[config.mk]
export PLATFORM = sky130hd
export DESIGN_NAME = device_address_filter_table
export DESIGN_NICKNAME = d
export VERILOG_FILES = /design/src/sv/dafilt_pkg.sv /design/src/sv/dafilt_cell.sv /design/src/sv/device_address_filter_table.sv
export VERILOG_INCLUDE_DIRS = /design/src /design/src/sv
export SDC_FILE = /design/constraint.sdc
export NUM_CORES = 1
export LEC_CHECK = 0
export BUFFER_PORTS_ARGS = -buffer_cell sky130_fd_sc_hd__buf_2
export CAP_MARGIN = 20
export CORE_UTILIZATION = 50
export CTS_CLUSTER_SIZE = 28
export DETAILED_ROUTE_END_ITERATION = 10
export GPL_TIMING_DRIVEN = 0
export PLACE_DENSITY = 0.66
export SLEW_MARGIN = 10
export SYNTH_ARGS = -nofsm -noshare
export SYNTH_HDL_FRONTEND = slang
export SYNTH_HIERARCHICAL = 1
export SYNTH_SLANG_ARGS = --single-unit
[constraint.sdc]
create_clock -name i_clk -period 5.6 [get_ports i_clk]
set_input_delay 0.84 -clock i_clk [delete_from_list [all_inputs] [get_ports i_clk]]
set_output_delay 0.84 -clock i_clk [all_outputs]
set_load 0.02 [all_outputs]
[src/sv/assert_macros.svh]
// Assertion macros used by the filter table RTL.
// Needs a clock i_clk and an active-low reset i_rst_n in the using module.
`ifndef ASSERT_MACROS_SVH
`define ASSERT_MACROS_SVH

// Same-cycle implication.
`define DAFILT_ASSERT_IMP(lbl, ante, cons) \
    lbl: assert property (@(posedge i_clk) disable iff (!i_rst_n) (ante) |-> (cons)) \
        else $error("filter table assertion failed");

// Next-cycle implication.
`define DAFILT_ASSERT_NXT(lbl, ante, cons) \
    lbl: assert property (@(posedge i_clk) disable iff (!i_rst_n) (ante) |=> (cons)) \
        else $error("filter table assertion failed");

`endif

[src/sv/dafilt_pkg.sv]
// Types and constants of the device address filter table.
// Used by dafilt_cell and device_address_filter_table.
package dafilt_pkg;

    localparam int ADDR_W = 48;
    localparam int CMD_W  = 3;
    localparam int IDX_W  = 3;

    typedef enum logic [CMD_W-1:0] {
        CMD_CLEAR   = 3'd0,
        CMD_ADD     = 3'd1,
        CMD_REMOVE  = 3'd2,
        CMD_ENABLE  = 3'd3,
        CMD_DISABLE = 3'd4,
        CMD_MATCH   = 3'd5
    } t_cmd;

    typedef enum logic [1:0] {
        ST_IDLE,
        ST_WALK,
        ST_DONE
    } t_state;

    // Broadcast from the controller to every cell.
    typedef struct packed {
        t_cmd              op;
        logic [ADDR_W-1:0] addr;
        logic              rnd;
        logic              clr;
        logic              ena;
        logic              dis;
    } t_cell_bus;

    // Per-cell status back to the controller and the next cell.
    typedef struct packed {
        logic tok;
        logic hit;
        logic pass;
    } t_cell_stat;

endpackage

[src/sv/dafilt_cell.sv]
// One slot of the filter table: address, type, in-use and enable bits,
// plus the search token stage. Depends on dafilt_pkg.
module dafilt_cell (
    input  logic                   i_clk,
    input  logic                   i_rst_n,
    input  dafilt_pkg::t_cell_bus  i_bus,
    input  logic                   i_tok,
    output dafilt_pkg::t_cell_stat o_stat
);
    import dafilt_pkg::*;

    logic              r_tok;
    logic              r_used;
    logic              r_en;
    logic              r_rnd;
    logic [ADDR_W-1:0] r_addr;

    logic              n_used;
    logic              n_en;
    logic              n_rnd;
    logic              w_eq;
    logic              w_hit;
    logic              w_wr;

    assign w_eq = (r_addr == i_bus.addr) && (r_rnd == i_bus.rnd);

    always_comb begin
        case (i_bus.op)
            CMD_ADD:    w_hit = r_tok && !r_used;
            CMD_REMOVE: w_hit = r_tok && r_used && w_eq;
            CMD_MATCH:  w_hit = r_tok && r_used && r_en && w_eq;
            default:    w_hit = 1'b0;
        endcase
    end

    assign w_wr = w_hit && (i_bus.op == CMD_ADD);

    always_comb begin
        n_used = r_used;
        n_en   = r_en;
        n_rnd  = r_rnd;
        if (i_bus.clr) begin
            n_used = 1'b0;
            n_en   = 1'b0;
            n_rnd  = 1'b0;
        end else if (i_bus.ena) begin
            n_en = r_en | r_used;
        end else if (i_bus.dis) begin
            n_en = 1'b0;
        end else if (w_hit) begin
            case (i_bus.op)
                CMD_ADD: begin
                    n_used = 1'b1;
                    n_rnd  = i_bus.rnd;
                end
                CMD_REMOVE: begin
                    n_used = 1'b0;
                    n_en   = 1'b0;
                end
                default: begin
                end
            endcase
        end
    end

    always_ff @(posedge i_clk) begin
        if (!i_rst_n) begin
            r_tok  <= 1'b0;
            r_used <= 1'b0;
            r_en   <= 1'b0;
            r_rnd  <= 1'b0;
        end else begin
            r_tok  <= i_tok;
            r_used <= n_used;
            r_en   <= n_en;
            r_rnd  <= n_rnd;
        end
    end

    always_ff @(posedge i_clk) begin
        if (w_wr) begin
            r_addr <= i_bus.addr;
        end
    end

    // Absorb the token on a hit, hand it on otherwise.
    assign o_stat.tok  = r_tok;
    assign o_stat.hit  = w_hit;
    assign o_stat.pass = r_tok && !w_hit;

endmodule

[src/sv/device_address_filter_table.sv]
// Device address filter table: a chain of slot cells and its controller.
// Depends on dafilt_pkg, dafilt_cell and assert_macros.svh.
//
// Use: the input channel (i_in_valid / o_in_ready) carries one command item
// with an address and a type bit; the output channel (o_out_valid /
// i_out_ready) returns one result item per command: status, matched and
// match_index.
// Clear, enable and disable act on all cells at acceptance; unused codes act
// on none. These items go through ST_DONE into the output register. Add,
// remove and match send a search token down the chain of ENTRIES cells, one
// cell per cycle, and stop at the first cell that hits; the result is
// captured when the walk ends and goes through ST_DONE into the output
// register. One item is worked on at a time: no new item is accepted until
// its result has been loaded into the output register.
// A finished result sits in the output register; the next item is accepted
// while it waits. If the receiver stalls, the following result holds in the
// controller and no further item is accepted until the register frees.
// Reset empties the table (all in-use, enable and type bits cleared) and
// drops any item in flight.
module device_address_filter_table #(
    parameter int ENTRIES = 8
) (
    input  logic                          i_clk,
    input  logic                          i_rst_n,
    input  logic                          i_in_valid,
    output logic                          o_in_ready,
    input  logic [dafilt_pkg::CMD_W-1:0]  i_command,
    input  logic [dafilt_pkg::ADDR_W-1:0] i_device_address,
    input  logic                          i_address_is_random,
    output logic                          o_out_valid,
    input  logic                          i_out_ready,
    output logic                          o_status,
    output logic                          o_matched,
    output logic [dafilt_pkg::IDX_W-1:0]  o_match_index
);
    import dafilt_pkg::*;
    `include "assert_macros.svh"

    t_state            r_state;
    t_state            n_state;
    t_cmd              r_op;
    logic [ADDR_W-1:0] r_addr;
    logic              r_rnd;
    logic              r_res_status;
    logic              r_res_matched;
    logic [IDX_W-1:0]  r_res_idx;
    logic              r_out_valid;
    logic              r_o_status;
    logic              r_o_matched;
    logic [IDX_W-1:0]  r_o_idx;

    t_cmd              w_cmd;
    logic              w_accept;
    logic              w_is_walk;
    logic              w_start;
    logic              w_out_free;
    logic              w_load_out;
    logic              w_found;
    logic              w_walk_end;
    logic [IDX_W-1:0]  w_hit_idx;
    logic [ENTRIES-1:0] w_tok;
    logic [ENTRIES-1:0] w_hit;
    t_cell_bus         w_bus;
    t_cell_stat        w_stat [ENTRIES];

    assign w_cmd      = t_cmd'(i_command);
    assign w_is_walk  = (w_cmd == CMD_ADD) || (w_cmd == CMD_REMOVE) || (w_cmd == CMD_MATCH);
    assign w_out_free = !r_out_valid || i_out_ready;

    // Next state.
    always_comb begin
        n_state = r_state;
        case (r_state)
            ST_IDLE: begin
                if (i_in_valid) begin
                    n_state = w_is_walk ? ST_WALK : ST_DONE;
                end
            end
            ST_WALK: begin
                if (w_walk_end) begin
                    n_state = ST_DONE;
                end
            end
            ST_DONE: begin
                if (w_out_free) begin
                    n_state = ST_IDLE;
                end
            end
            default: n_state = ST_IDLE;
        endcase
    end

    // Controller outputs.
    always_comb begin
        o_in_ready = (r_state == ST_IDLE);
        w_accept   = i_in_valid && o_in_ready;
        w_start    = w_accept && w_is_walk;
        w_load_out = (r_state == ST_DONE) && w_out_free;
        w_bus.op   = r_op;
        w_bus.addr = r_addr;
        w_bus.rnd  = r_rnd;
        w_bus.clr  = w_accept && (w_cmd == CMD_CLEAR);
        w_bus.ena  = w_accept && (w_cmd == CMD_ENABLE);
        w_bus.dis  = w_accept && (w_cmd == CMD_DISABLE);
    end

    genvar g;
    generate
        for (g = 0; g < ENTRIES; g++) begin : g_cell
            logic w_tok_in;
            if (g == 0) begin : g_head
                assign w_tok_in = w_start;
            end else begin : g_link
                assign w_tok_in = w_stat[g-1].pass;
            end
            dafilt_cell u_cell (
                .i_clk   (i_clk),
                .i_rst_n (i_rst_n),
                .i_bus   (w_bus),
                .i_tok   (w_tok_in),
                .o_stat  (w_stat[g])
            );
            assign w_tok[g] = w_stat[g].tok;
            assign w_hit[g] = w_stat[g].hit;
        end
    endgenerate

    always_comb begin
        w_hit_idx = '0;
        for (int i = 0; i < ENTRIES; i++) begin
            if (w_hit[i]) begin
                w_hit_idx = w_hit_idx | IDX_W'(i);
            end
        end
    end

    assign w_found    = |w_hit;
    assign w_walk_end = w_found || w_stat[ENTRIES-1].pass;

    always_ff @(posedge i_clk) begin
        if (!i_rst_n) begin
            r_state     <= ST_IDLE;
            r_out_valid <= 1'b0;
        end else begin
            r_state <= n_state;
            if (w_load_out) begin
                r_out_valid <= 1'b1;
            end else if (i_out_ready) begin
                r_out_valid <= 1'b0;
            end
        end
    end

    always_ff @(posedge i_clk) begin
        if (w_accept) begin
            r_op          <= w_cmd;
            r_addr        <= i_device_address;
            r_rnd         <= i_address_is_random;
            r_res_status  <= 1'b0;
            r_res_matched <= 1'b0;
            r_res_idx     <= '0;
        end else if ((r_state == ST_WALK) && w_walk_end) begin
            r_res_status  <= (r_op == CMD_ADD) && !w_found;
            r_res_matched <= (r_op == CMD_MATCH) && w_found;
            r_res_idx     <= (r_op == CMD_MATCH) ? w_hit_idx : '0;
        end
        if (w_load_out) begin
            r_o_status  <= r_res_status;
            r_o_matched <= r_res_matched;
            r_o_idx     <= r_res_idx;
        end
    end

    assign o_out_valid   = r_out_valid;
    assign o_status      = r_o_status;
    assign o_matched     = r_o_matched;
    assign o_match_index = r_o_idx;

    `DAFILT_ASSERT_IMP(a_tok_single, 1'b1, $onehot0(w_tok))
    `DAFILT_ASSERT_IMP(a_tok_only_walk, r_state != ST_WALK, w_tok == '0)
    `DAFILT_ASSERT_IMP(a_hit_single, 1'b1, $onehot0(w_hit))
    `DAFILT_ASSERT_NXT(a_start_head, w_start, w_tok[0] && (r_state == ST_WALK))

endmodule
* After elaboration in Yosys (flattened, before gate mapping)
Cells that the tools add are included.
Word-level totals: register bits 481, output and inout port bits 7, logic and storage cells 275, input port bits 56
Operators by class: reductions and logical operators 135, equal/unequal tests 29, mux-type cells 49, bitwise logic cells 11
Operators with widths (count):
- 48-bit == test | 8
- 1-bit logical AND | 73
- 4-bit AND reduction | 16
- 1-bit two-way mux | 28
- 3-bit nonzero test | 9
- 1-bit case mux with 3 select lines | 8
- 1-bit logical NOT | 18
- 2-bit AND reduction | 8
- 3-bit two-way mux | 5
- 2-bit two-way mux | 6
- 3-bit by 2-bit == test with 1-bit output (second input constant) | 3
- 3-bit == test (second input constant) | 3
- 1-bit == test | 8
- 1-bit OR | 8
- 8-bit OR reduction | 1
- 3-bit by 1-bit == test with 1-bit output (second input constant) | 2
- 2-bit != test (second input constant) | 3
- 2-bit case mux with 3 select lines | 1
- 1-bit logical OR | 4
- 2-bit nonzero test | 2
- 3-bit logical NOT | 1
- 1-bit NOT | 3
- 3-bit AND reduction | 1
- 2-bit by 1-bit == test with 1-bit output (second input constant) | 1
- 4 further kinds | 4

* Longest topological paths before layout
depth after elaboration 12, gate-level depth with buffers 10, mapped depth without buffers 9

* Modules after synthesis
The synthesis kept the hierarchy.
By module, submodules not included:
- dafilt_cell | cells an instance 200, instances 8, area each 2539.9 µm², seq. area each 1521.5 µm²
- device_address_filter_table | cells an instance 115, instances 1, area each 2187.1 µm², seq. area each 1871.8 µm²

* Worst setup path before layout
Ideal clock, no wire load.
path kind in2reg, start input port i_in_valid, end register g_cell[0].u_cell.r_used, cell stages on the path 5, path slack 2.304 ns, arrival 3.168 ns, path buffers 0, cells stage by stage nand2_1 > nor4b_1 > nor3_1 > o21ai_0 > a21oi_2
RTL lines:
- start, declared | line device_address_filter_table.sv:25 | input logic i_in_valid,
- end signal, assigned | line dafilt_cell.sv:74 | r_used <= n_used;
- end, declared | line dafilt_cell.sv:13 | logic r_used;

==> flow_metrics.tcl <==
set metrics [dict create \
    outcome "finished clean" \
    final_max_slew_viol_count 0 \
    htreeDepth 2 \
    slew_headroom_pct 20.3 \
    cpMaxStageDelayCell "edfxtp_1" \
    layout-drive-gt1-share_pct 13.2 \
    syn-mean-instance-area_sq_um 13.1 \
    cts_resized 0 \
    place_congestion 0.919 \
    num_rows 77 \
    powerDensity_nw_per_um2 306 \
    fmax_ghz 0.244 \
    worst_slew_pin_slew_ps 1200 \
    p_clk_share_pct 41.1 \
    dpl.hpwl_um 39500 \
    routed-via-count 14600 \
    antenna_found_initial 0 \
    first_global_vias 14500 \
    internal-power_uw 5980 \
    yosysWarningCount 6 \
    drv_cap 0 \
    rsz0062_at_grt "no" \
    rr_worst_depth 10 \
    critPathLaunchType "register" \
    startpoint "r_addr[2]" \
    syn_to_final_growth_pct 14.0 \
    min_from "i_device_address[1]" \
    instances_no_fill 2482 \
    grt_overflow 0 \
    r2r_setup_slack_ps 1500 \
    clock-sinks 481 \
    hold_viol 0 \
    timing.rr.start "r_addr[2]" \
    cts-root-buf "clkbuf_16" \
    hold_path.class "input port to register" \
    crit_fanout 24 \
    combinationalPowerShare_pct 5.7 \
    nets 1903 \
    cts_buffer_depth 3 \
    finalWirelength_um 59300 \
    min_path_cells 1 \
    min_to "r_addr[1]" \
    place_inst 2379 \
    wl_per_cell_um 23.9 \
    worstSetupPathType "register to register" \
    ir_drop_mv 0.243 \
    cts_tree "done" \
    routed_via_density 5.88 \
    post_cts_buffers 0 \
    power_uw 7840 \
    grt_max_degree 48 \
    fill_cells 3532 \
    switching_share_pct 23.7 \
    drtIter0Drc 1286 \
    slowest_delay_ps 1120 \
    path_clk_slew_ps 60 \
    clk_latency_ps 600 \
    mostFrequentLayoutCells "edfxtp_1, nor2b_1, xor2_1" \
    track_usage_pct 26.6 \
    ant_nets 0 \
    core_region_area_sq_um 44200 \
    die_x_um 214 \
    dr.pass1.iters 7 \
    p_switching_uw 1860 \
    syn_inst 1707 \
    rr_endpoint "r_res_matched" \
    crit_path_cell_trace "nor2b_1, nor4_1, nand4b_1, nor3_1, nand4_1, nand2_1, buf_4, nor4_2, a31oi_1, o22ai_1" \
    start_util_pct 50.8 \
    p_leak_uw 0.00843 \
    netlist_area_sq_um 22400 \
    skew_ps 16.7 \
    period_share_pct 73.3 \
    final-setup-viol-count 0 \
    postCtsHoldBufs 0 \
    post-route-min-period_ps 4100 \
    worstPathRequired_ps 6050 \
    power_frac_seq_pct 53.2 \
    cts_inserted_buffers 50 \
    synth.net_count 1763 \
    io_pins 63 \
    dieArea_sq_um 45700 \
    cp-end-kind "register" \
    grt_pass1_wl_um 88400 \
    port_buffers 62 \
    final_common_cell "edfxtp_1" \
    fp.dieH_um 214 \
    crit_arrival_ps 4550 \
    drc 0 \
]
## sequential cells by signal, indices dropped and copies added, names as in the netlist, 2 cells and up
signal,flops
o_match_index,3
g_cell.u_cell/r_en,8
g_cell.u_cell/r_used,8
g_cell.u_cell/r_addr,384
r_res_idx,3
r_addr,48
r_state,2
r_op,3
g_cell.u_cell/r_tok,8
g_cell.u_cell/r_rnd,8
## critical path, delay by kind of cell (launching register included)
family / cells / cell delay (ps)
buffers and inverters: 1 / 160
flip-flops: 1 / 1120
AND/OR/NAND/NOR: 7 / 2120
AO/OA/AOI/OAI: 2 / 540
## worst max path at each step
stage                                    to  slack, ps
floorplan           g_cell[0].u_cell/r_used       2300
global placement    g_cell[1].u_cell/r_used        -30
detailed placement            r_res_matched       1420
CTS                           r_res_matched       1430
global route                  r_res_matched       1330
finish                        r_res_matched       1500
## area by class of cell
type | instances | area, sq um | share of cell area, %
clock buffer | 55 | 1270 | 4.96
multi-input combinational | 1178 | 8210 | 32.1
buffer | 8 | 60.1 | 0.235
timing repair buffer | 88 | 793 | 3.10
inverter | 40 | 153 | 0.597
antenna | 1 | 2.50 | 0.00978
clock inverter | 39 | 317 | 1.24
tap | 592 | 741 | 2.89
sequential | 481 | 14000 | 54.9
## through the flow
step | hold WS (ps) | cell area [sq um] | setup WS, ps | utilization [%] | TNS, ps
after floorplan | 408 | 22400 | 2300 | - | 0
after global placement | 418 | 23500 | -31.6 | 53.1 | -56.8
after detailed placement | 419 | 23900 | 1420 | 53.9 | 0
after CTS | 384 | 25400 | 1430 | 57.5 | 0
after global routing | 395 | 25600 | 1330 | 57.9 | 0
final | 414 | 25600 | 1500 | 57.9 | 0
## per-layer routing
metal | up-vias | GRT usage (%) | part of all wire (%)
li1 | 6760 | - | -
met1 | 7217 | 37.6 | 46
met2 | 505 | 42.1 | 46
met3 | 116 | 2.72 | 5.1
met4 | 0 | 10.9 | 3.5
met5 | - | 0 | 0
## power by group through the flow
stage	Combinational (uW)	Clock [uW]	Sequential, uW
6_report	443	3220	4170
5_1_grt	483	3420	4180
4_1_cts	405	3280	4190
3_5_place_dp	401	0	4270
3_3_place_gp	369	0	4280
2_1_floorplan	275	0	4160
No activity file was read; power rests on OpenSTA's default activity.
